**config.mk**
```make
export PLATFORM = sky130hd
export DESIGN_NAME = msb_first_bit_packer_top
export DESIGN_NICKNAME = d
export VERILOG_FILES = /design/src/msbp_pkg.sv /design/src/msbp_front.sv /design/src/msbp_pack.sv /design/src/msbp_emit.sv /design/src/msb_first_bit_packer_top.sv
export SDC_FILE = /design/constraint.sdc
export NUM_CORES = 1
export LEC_CHECK = 0
export CAP_MARGIN = 15
export CORE_MARGIN = 2
export CORE_UTILIZATION = 45
export CTS_CLUSTER_DIAMETER = 80
export DETAILED_ROUTE_END_ITERATION = 12
export DONT_BUFFER_PORTS = 1
export PLACE_DENSITY = 0.68
export SYNTH_ARGS = -nofsm -noshare
export SYNTH_HDL_FRONTEND = slang
export SYNTH_HIERARCHICAL = 1
export SYNTH_SLANG_ARGS = --single-unit
```
**constraint.sdc**
```tcl
create_clock -name clk -period 6.97 [get_ports clk]
set_input_delay 1.0455 -clock clk [delete_from_list [all_inputs] [get_ports clk]]
set_output_delay 1.0455 -clock clk [all_outputs]
set_load 0.005 [all_outputs]
```
**src/msbp_pkg.sv**
```systemverilog
// Shared constants and types for the MSB-first bit packer.
`timescale 1ns / 1ps

package msbp_pkg;

    localparam int DATA_W   = 64;
    localparam int LOG_DATA = $clog2(DATA_W);
    localparam int NUM_W    = 7;
    localparam int MODE_W   = 2;
    localparam int BYTE_W   = 8;
    localparam int CNT_W    = 3;
    localparam int PEND_W   = BYTE_W - 1;

    localparam logic [MODE_W-1:0] MODE_FIELD = 2'd0;
    localparam logic [MODE_W-1:0] MODE_SIG   = 2'd1;
    localparam logic [MODE_W-1:0] MODE_FLUSH = 2'd2;

    // Control that travels with a request from the width stage to the packer.
    typedef struct packed {
        logic valid;
        logic flush;
    } item_ctl_t;

endpackage

```
**src/msbp_front.sv**
```systemverilog
// Input register and field width stage: resolves the bit count and masks the field.
`timescale 1ns / 1ps

module msbp_front #(
    parameter int MAX_FIELD_BITS = 64,
    parameter int NW = $clog2(MAX_FIELD_BITS + 1)
) (
    input  logic                         clk,
    input  logic                         rst_n,
    input  logic                         in_valid,
    output logic                         in_ready,
    input  logic [msbp_pkg::MODE_W-1:0]  mode,
    input  logic [msbp_pkg::DATA_W-1:0]  data,
    input  logic [msbp_pkg::NUM_W-1:0]   num_bits,
    input  logic                         pass_ready,
    output msbp_pkg::item_ctl_t          item_ctl,
    output logic [MAX_FIELD_BITS-1:0]    item_field,
    output logic [NW-1:0]                item_n
);
    import msbp_pkg::*;

    // Position of the highest set bit plus one, found by halving search.
    function automatic logic [NUM_W-1:0] sig_count(input logic [DATA_W-1:0] v);
        logic [DATA_W-1:0] t;
        logic [NUM_W-1:0]  pos;
        begin
            t   = v;
            pos = '0;
            for (int s = LOG_DATA - 1; s >= 0; s--) begin
                if ((t >> (1 << s)) != '0) begin
                    pos = pos + NUM_W'(1 << s);
                    t   = t >> (1 << s);
                end
            end
            sig_count = (v == '0) ? '0 : pos + NUM_W'(1);
        end
    endfunction

    logic                       a_v_reg, a_v_next;
    logic [MODE_W-1:0]          a_mode_reg;
    logic [DATA_W-1:0]          a_data_reg;
    logic [NUM_W-1:0]           a_num_reg;

    logic                       b_v_reg, b_v_next;
    logic                       b_flush_reg, b_flush_next;
    logic [MAX_FIELD_BITS-1:0]  b_field_reg, b_field_next;
    logic [NW-1:0]              b_n_reg, b_n_next;

    logic                       b_free;
    logic [NUM_W-1:0]           n_raw, n_sat;
    logic [NW-1:0]              n_use;

    assign b_free   = !b_v_reg || pass_ready;
    assign in_ready = !a_v_reg || b_free;
    assign a_v_next = in_ready ? in_valid : a_v_reg;
    assign b_v_next = b_free ? a_v_reg : b_v_reg;

    always_comb
    begin
        n_raw = (a_mode_reg == MODE_SIG) ? sig_count(a_data_reg) : a_num_reg;
        n_sat = (n_raw > NUM_W'(MAX_FIELD_BITS)) ? NUM_W'(MAX_FIELD_BITS) : n_raw;
        unique case (a_mode_reg)
            MODE_FIELD, MODE_SIG:
            begin
                n_use        = NW'(n_sat);
                b_flush_next = 1'b0;
            end
            MODE_FLUSH:
            begin
                n_use        = '0;
                b_flush_next = 1'b1;
            end
            default:
            begin
                n_use        = '0;
                b_flush_next = 1'b0;
            end
        endcase
        b_n_next     = n_use;
        b_field_next = a_data_reg[MAX_FIELD_BITS-1:0] & ~({MAX_FIELD_BITS{1'b1}} << n_use);
    end

    always_ff @(posedge clk or negedge rst_n)
    begin
        if (!rst_n)
        begin
            a_v_reg <= 1'b0;
            b_v_reg <= 1'b0;
        end
        else
        begin
            a_v_reg <= a_v_next;
            b_v_reg <= b_v_next;
        end
    end

    always_ff @(posedge clk)
    begin
        if (in_ready)
        begin
            a_mode_reg <= mode;
            a_data_reg <= data;
            a_num_reg  <= num_bits;
        end
        if (b_free)
        begin
            b_flush_reg <= b_flush_next;
            b_field_reg <= b_field_next;
            b_n_reg     <= b_n_next;
        end
    end

    assign item_ctl.valid = b_v_reg;
    assign item_ctl.flush = b_flush_reg;
    assign item_field     = b_field_reg;
    assign item_n         = b_n_reg;

endmodule

```
**src/msbp_pack.sv**
```systemverilog
// Packer stage: merges pending bits with the field and left-aligns completed bytes.
`timescale 1ns / 1ps

module msbp_pack #(
    parameter int MAX_FIELD_BITS = 64,
    parameter int NW = $clog2(MAX_FIELD_BITS + 1),
    parameter int OW = ((MAX_FIELD_BITS + 7) / 8) * 8,
    parameter int KW = $clog2((MAX_FIELD_BITS + 7) / 8 + 1)
) (
    input  logic                         clk,
    input  logic                         rst_n,
    input  msbp_pkg::item_ctl_t          item_ctl,
    input  logic [MAX_FIELD_BITS-1:0]    item_field,
    input  logic [NW-1:0]                item_n,
    output logic                         pass_ready,
    input  logic                         emit_can_load,
    output logic                         emit_load,
    output logic [OW-1:0]                emit_word,
    output logic [KW-1:0]                emit_count
);
    import msbp_pkg::*;

    localparam int AW   = MAX_FIELD_BITS + PEND_W;
    localparam int KMAX = AW / BYTE_W;
    localparam int TW   = $clog2(MAX_FIELD_BITS + BYTE_W);

    logic [PEND_W-1:0] acc_reg, acc_next;
    logic [CNT_W-1:0]  cnt_reg, cnt_next;

    logic [NW-1:0]     pad_n, n_eff;
    logic [AW-1:0]     merged, aligned;
    logic [TW-1:0]     total;
    logic [KW-1:0]     k;
    logic [CNT_W-1:0]  rem;
    logic              fire;

    always_comb
    begin
        // Flush writes just enough zeros to close the partial byte.
        pad_n   = (cnt_reg == '0) ? '0 : NW'(BYTE_W) - NW'(cnt_reg);
        n_eff   = item_ctl.flush ? pad_n : item_n;
        merged  = (AW'(acc_reg) << n_eff) | AW'(item_field);
        total   = TW'(cnt_reg) + TW'(n_eff);
        k       = KW'(total >> CNT_W);
        rem     = total[CNT_W-1:0];
        aligned = merged << (TW'(AW) - total);
        acc_next = merged[PEND_W-1:0] & ~({PEND_W{1'b1}} << rem);
        cnt_next = rem;
    end

    assign pass_ready = (k == '0) || emit_can_load;
    assign fire       = item_ctl.valid && pass_ready;
    assign emit_load  = fire && (k != '0);
    assign emit_word  = aligned[AW-1 -: OW];
    assign emit_count = k;

    always_ff @(posedge clk or negedge rst_n)
    begin
        if (!rst_n)
        begin
            acc_reg <= '0;
            cnt_reg <= '0;
        end
        else if (fire)
        begin
            acc_reg <= acc_next;
            cnt_reg <= cnt_next;
        end
    end

    a_pending_clean: assert property (@(posedge clk) disable iff (!rst_n)
        (acc_reg & ({PEND_W{1'b1}} << cnt_reg)) == '0)
        else $error("pending bits set above pending count");

    a_flush_clears: assert property (@(posedge clk) disable iff (!rst_n)
        fire && item_ctl.flush |=> cnt_reg == '0)
        else $error("flush left bits pending");

    a_load_room: assert property (@(posedge clk) disable iff (!rst_n)
        emit_load |-> emit_can_load)
        else $error("byte run loaded while emitter busy");

    a_run_bound: assert property (@(posedge clk) disable iff (!rst_n)
        fire |-> k <= KW'(KMAX))
        else $error("byte run longer than emitter holds");

endmodule

```
**src/msbp_emit.sv**
```systemverilog
// Byte emitter: holds one run of completed bytes and sends them one per cycle while out_ready is high.
`timescale 1ns / 1ps

module msbp_emit #(
    parameter int OW = 72,
    parameter int KW = 4
) (
    input  logic                         clk,
    input  logic                         rst_n,
    input  logic                         emit_load,
    input  logic [OW-1:0]                emit_word,
    input  logic [KW-1:0]                emit_count,
    output logic                         emit_can_load,
    output logic                         out_valid,
    input  logic                         out_ready,
    output logic [msbp_pkg::BYTE_W-1:0]  out_byte,
    output logic                         last_of_run
);
    import msbp_pkg::*;

    logic [OW-1:0] word_reg, word_next;
    logic [KW-1:0] left_reg, left_next;
    logic          send;

    assign out_valid     = (left_reg != '0);
    assign send          = out_valid && out_ready;
    assign last_of_run   = (left_reg == KW'(1));
    assign out_byte      = word_reg[OW-1 -: BYTE_W];
    assign emit_can_load = (left_reg == '0) || (last_of_run && out_ready);

    always_comb
    begin
        word_next = word_reg;
        left_next = left_reg;
        if (emit_load)
        begin
            word_next = emit_word;
            left_next = emit_count;
        end
        else if (send)
        begin
            // Advance to the next byte of the run.
            word_next = word_reg << BYTE_W;
            left_next = left_reg - KW'(1);
        end
    end

    always_ff @(posedge clk or negedge rst_n)
    begin
        if (!rst_n)
            left_reg <= '0;
        else
            left_reg <= left_next;
    end

    always_ff @(posedge clk)
    begin
        word_reg <= word_next;
    end

endmodule

```
**src/msb_first_bit_packer_top.sv**
```systemverilog
// Path: the first byte of a request passes the input register, the width register and the byte
// emitter before it is offered. Throughput: one request per cycle while each yields at most one
// byte and out_ready is high; a request that completes more than one byte stalls the next one that
// completes bytes until the byte emitter, sending one per cycle while out_ready is high, is on its last.
// Reset: asynchronous, active low; clears the pending bits, pending count and all valid flags.
`timescale 1ns / 1ps

module msb_first_bit_packer_top #(
    parameter int MAX_FIELD_BITS = 64
) (
    input  logic                         clk,
    input  logic                         rst_n,
    input  logic                         in_valid,
    output logic                         in_ready,
    input  logic [msbp_pkg::MODE_W-1:0]  mode,
    input  logic [msbp_pkg::DATA_W-1:0]  data,
    input  logic [msbp_pkg::NUM_W-1:0]   num_bits,
    output logic                         out_valid,
    input  logic                         out_ready,
    output logic [msbp_pkg::BYTE_W-1:0]  out_byte,
    output logic                         last_of_run
);
    import msbp_pkg::*;

    localparam int NW = $clog2(MAX_FIELD_BITS + 1);
    localparam int OW = ((MAX_FIELD_BITS + PEND_W) / BYTE_W) * BYTE_W;
    localparam int KW = $clog2((MAX_FIELD_BITS + PEND_W) / BYTE_W + 1);

    item_ctl_t                  item_ctl;
    logic [MAX_FIELD_BITS-1:0]  item_field;
    logic [NW-1:0]              item_n;
    logic                       pass_ready;
    logic                       emit_can_load;
    logic                       emit_load;
    logic [OW-1:0]              emit_word;
    logic [KW-1:0]              emit_count;

    msbp_front #(
        .MAX_FIELD_BITS(MAX_FIELD_BITS),
        .NW(NW)
    ) u_front (
        .clk(clk),
        .rst_n(rst_n),
        .in_valid(in_valid),
        .in_ready(in_ready),
        .mode(mode),
        .data(data),
        .num_bits(num_bits),
        .pass_ready(pass_ready),
        .item_ctl(item_ctl),
        .item_field(item_field),
        .item_n(item_n)
    );

    msbp_pack #(
        .MAX_FIELD_BITS(MAX_FIELD_BITS),
        .NW(NW),
        .OW(OW),
        .KW(KW)
    ) u_pack (
        .clk(clk),
        .rst_n(rst_n),
        .item_ctl(item_ctl),
        .item_field(item_field),
        .item_n(item_n),
        .pass_ready(pass_ready),
        .emit_can_load(emit_can_load),
        .emit_load(emit_load),
        .emit_word(emit_word),
        .emit_count(emit_count)
    );

    msbp_emit #(
        .OW(OW),
        .KW(KW)
    ) u_emit (
        .clk(clk),
        .rst_n(rst_n),
        .emit_load(emit_load),
        .emit_word(emit_word),
        .emit_count(emit_count),
        .emit_can_load(emit_can_load),
        .out_valid(out_valid),
        .out_ready(out_ready),
        .out_byte(out_byte),
        .last_of_run(last_of_run)
    );

endmodule

```
==> impl_metrics.prom <==
# TYPE chip_impl_metric gauge
chip_impl_info{name="status",value="completed"} 1
chip_impl_metric{name="initial_utilization",unit="%"} 45.92
chip_impl_info{name="gr_peak_layer",value="met2"} 1
chip_impl_metric{name="grt-ovfl-total",unit=""} 0
chip_impl_metric{name="largest_net_degree_at_the_start_of_global_routing",unit=""} 91
chip_impl_metric{name="clk-insertion-delay-late",unit="ps"} 580
chip_impl_metric{name="numPortBuffers",unit=""} 0
chip_impl_metric{name="grt_util_all_layers",unit="%"} 38.72
chip_impl_metric{name="slew_headroom",unit="%"} 18.45
chip_impl_metric{name="synthesis.nets",unit=""} 2001
chip_impl_info{name="leading_cell_type_in_the_layout_fill_and_taps_excluded",value="sky130_fd_sc_hd__edfxtp_1"} 1
chip_impl_metric{name="worst-slew-pin-transition",unit="ps"} 1214
chip_impl_metric{name="maxCapViolations",unit=""} 0
chip_impl_metric{name="count_of_state_elements_after_synthesis",unit=""} 225
chip_impl_metric{name="cp_data_required_time",unit="ps"} 7190
chip_impl_metric{name="worstPathMaxFanout",unit=""} 20
chip_impl_metric{name="fin_skew",unit="ps"} 30.90
chip_impl_info{name="unrepaired_setup_endpoints_after_global_routing",value="no"} 1
chip_impl_metric{name="route.final.wire_length",unit="microns"} 81080
chip_impl_metric{name="drc",unit=""} 0
chip_impl_metric{name="route.vias.total",unit=""} 17667
chip_impl_metric{name="path_clk_slew",unit="ps"} 60
chip_impl_metric{name="areaGrowthSynthToFinish",unit="%"} 8.094
chip_impl_metric{name="synth.yosys.warnings",unit=""} 6
chip_impl_metric{name="die_x",unit="microns"} 203.3
chip_impl_metric{name="drt.antenna.violating_nets",unit=""} 0
chip_impl_metric{name="async_flop_share",unit="%"} 7.111
chip_impl_info{name="synth_ff_type",value="sky130_fd_sc_hd__edfxtp_1"} 1
chip_impl_metric{name="pin_count",unit=""} 88
chip_impl_metric{name="dp_hpwl",unit="microns"} 62690
chip_impl_metric{name="netlist_area",unit="sq um"} 17870
chip_impl_metric{name="postSynthAreaPerCell",unit="sq um"} 9.336
chip_impl_metric{name="core_area",unit="sq um"} 38920
chip_impl_metric{name="cts_hold_buffers",unit=""} 0
chip_impl_metric{name="global_route.usage.met2",unit="%"} 56.17
chip_impl_metric{name="via_per_inst",unit=""} 7.380
chip_impl_metric{name="timing.critical_path.slowest_cell_delay",unit="ps"} 620
chip_impl_metric{name="clock_sink_count",unit=""} 225
chip_impl_info{name="cp-start-kind",value="flop"} 1
chip_impl_info{name="slowest_stage",value="sky130_fd_sc_hd__or4_4"} 1
chip_impl_metric{name="synth-edff-count",unit=""} 209
chip_impl_metric{name="drt-wirelength-per-cell",unit="microns"} 33.87
chip_impl_info{name="worst_hold_path_type",value="input pin to asynchronous set/reset pin"} 1
chip_impl_metric{name="vias_in_the_first_global_route",unit=""} 16427
chip_impl_info{name="mostFrequentLayoutCells",value="sky130_fd_sc_hd__edfxtp_1, sky130_fd_sc_hd__nand2_1, sky130_fd_sc_hd__nor2_1, sky130_fd_sc_hd__o21ai_0, sky130_fd_sc_hd__a21oi_1"} 1
chip_impl_metric{name="drv_slew",unit=""} 0
chip_impl_metric{name="h-tree-depth",unit=""} 1
chip_impl_metric{name="setup_viol",unit=""} 0
chip_impl_info{name="ordered_list_of_cells_on_the_worst_path",value="or4_4, or3_1, nor3_4, buf_4, a21oi_1, o221ai_1, or2_1, o21ai_2, a21oi_4, inv_1, ha_1, o311a_1, a21oi_1, nand4_1, o21ai_2, nand2_1, nand2_1, a21boi_0"} 1
chip_impl_metric{name="drt_iter0_drc",unit=""} 3092
chip_impl_metric{name="rows",unit=""} 72
chip_impl_info{name="category_of_the_worst_setup_path_capture_point",value="flop"} 1
chip_impl_metric{name="grt_pass1_wl",unit="microns"} 117200
chip_impl_metric{name="netlist-cell-type-count",unit=""} 116
chip_impl_metric{name="postCtsSetupRepairBufs",unit=""} 0
chip_impl_metric{name="synthCells",unit=""} 1914
chip_impl_metric{name="hold_viol_final",unit=""} 0
chip_impl_metric{name="synth-seq-area-share",unit="%"} 37.36
chip_impl_metric{name="final_layout_size_suffix_gt1_share",unit="%"} 15.09
chip_impl_metric{name="firstDrtPassIters",unit=""} 7
chip_impl_metric{name="grt.met3_usage",unit="%"} 12.98
chip_impl_metric{name="max_freq",unit="GHz"} 0.1531
chip_impl_metric{name="cts_buffers",unit=""} 27
chip_impl_info{name="clock-root-buffer",value="sky130_fd_sc_hd__clkbuf_16"} 1
chip_impl_info{name="setup_cp_type",value="flop to flop"} 1
chip_impl_metric{name="chipHeight",unit="microns"} 203.3
chip_impl_info{name="cts_tree",value="yes"} 1
chip_impl_metric{name="worst_ep_arrival_time",unit="ps"} 6750
chip_impl_metric{name="cts_resized",unit=""} 0
chip_impl_metric{name="fillCellCount",unit=""} 3678
chip_impl_metric{name="timing.final.ws_setup",unit="ps"} 440.0
chip_impl_metric{name="finalWorstPathRequiredPeriod",unit="ps"} 6530
chip_impl_metric{name="finalCritPeriodShare",unit="%"} 93.69
chip_impl_metric{name="fp.dieArea",unit="sq um"} 41320
chip_impl_metric{name="setup-tns-final",unit="ps"} 0
chip_impl_metric{name="placement.setup.worst_slack",unit="ps"} 708.0
chip_impl_metric{name="clock_path_buffers",unit=""} 3
chip_impl_metric{name="gp_routability_congestion",unit=""} 1.063
chip_impl_metric{name="nets",unit=""} 1941
chip_impl_metric{name="grt_util_met1",unit="%"} 54.22
chip_impl_metric{name="hold_slack",unit="ps"} 174.5
chip_impl_metric{name="grt_antenna_before_repair",unit=""} 4
==> Yosys cell counts, drive strengths merged, types with 19 or more instances <==
| cell | instances | share of area (%) |
|---|---|---|
| buf | 58 | 1.9 |
| nor3 | 46 | 1.5 |
| nor2 | 157 | 3.3 |
| nand3 | 82 | 2.3 |
| nand2b | 27 | 1.0 |
| o21ai | 138 | 4.1 |
| edfxtp | 209 | 35 |
| inv | 34 | 0.71 |
| o22ai | 31 | 1.1 |
| o211ai | 43 | 1.8 |
| a21oi | 109 | 3.2 |
| mux2 | 74 | 4.7 |
| a211oi | 36 | 1.6 |
| mux2i | 37 | 2.1 |
| a22oi | 19 | 0.83 |
| o31ai | 23 | 0.97 |
| and2 | 44 | 1.5 |
| nor4 | 21 | 0.90 |
| a21o | 24 | 1.0 |
| clkbuf | 86 | 1.8 |
| a31oi | 39 | 1.4 |
| nand2 | 165 | 3.5 |
| mux4 | 27 | 3.4 |
==> through the flow <==
stage / std cells / utilization (%) / area [sq um]
after CTS: 2393 / 49.63 / 19310
after detailed placement: 2343 / 47.30 / 18410
after floorplan: 1914 / - / 17870
final: 2394 / 49.63 / 19320
after global routing: 2393 / 49.63 / 19310
after global placement: 2343 / 47.30 / 18410
==> critical path, delay by kind of cell (launching register included) <==
kind / cells / cell delay [ps]
and+or+nand+nor: 7 / 2570
AOI/OAI and AO/OA: 8 / 2380
DFF: 1 / 520
buffers and inverters: 2 / 400
adders and majority gates: 1 / 270
==> final timing paths <==
kind                                                  start                          endpoint  slack [ps]  cells past startpoint
setup / recovery           u_front/a_data_reg[50]$_DFFE_PP_  u_front/item_field[37]$_DFFE_PP_         440                     18
hold / removal                                        rst_n     u_pack/cnt_reg[0]$_DFFE_PN0P_         170                      0
min in group clk                u_front/a_v_reg$_DFFE_PN0P_       u_front/b_v_reg$_DFFE_PN0P_         490                      1
setup reg to reg           u_front/a_data_reg[50]$_DFFE_PP_  u_front/item_field[37]$_DFFE_PP_         440                     18
hold reg to reg                 u_front/a_v_reg$_DFFE_PN0P_       u_front/b_v_reg$_DFFE_PN0P_         490                      1
max in group asynchronous                             rst_n     u_pack/cnt_reg[1]$_DFFE_PN0P_        6720                      0
==> logic make-up (layout without fill, tap and decap cells) <==
logic type | after synthesis | after routing | share of synthesized area, %
mux | 138 | 138 | 10.21
fa+ha+maj | 10 | 10 | 0.7422
buf+inv | 179 | 140 | 4.418
compound gates | 712 | 712 | 28.82
flops | 225 | 225 | 37.36
other cells | 0 | 1 | 0
xor+xnor | 5 | 5 | 0.2451
simple gates | 645 | 645 | 18.20
==> layout make-up <==
type / count / area (sq um) / area share (%)
Multi-Input combinational cell: 1510 / 10480 / 54.24
Sequential cell: 225 / 6676 / 34.56
Clock buffer: 36 / 709.4 / 3.673
Tap cell: 518 / 648.1 / 3.355
Timing Repair Buffer: 55 / 475.5 / 2.461
Clock inverter: 14 / 195.2 / 1.010
Inverter: 35 / 131.4 / 0.6801
Antenna cell: 1 / 2.502 / 0.01296
==> per-layer routing <==
layer,wire [microns],share of wire [%]
met3,11030,14
met1,33140,41
met5,31,0.038
met4,3050,3.8
met2,33830,42
Power is not shown: default switching activity piles up to over one toggle a cycle in this logic, so the estimate is an artifact.
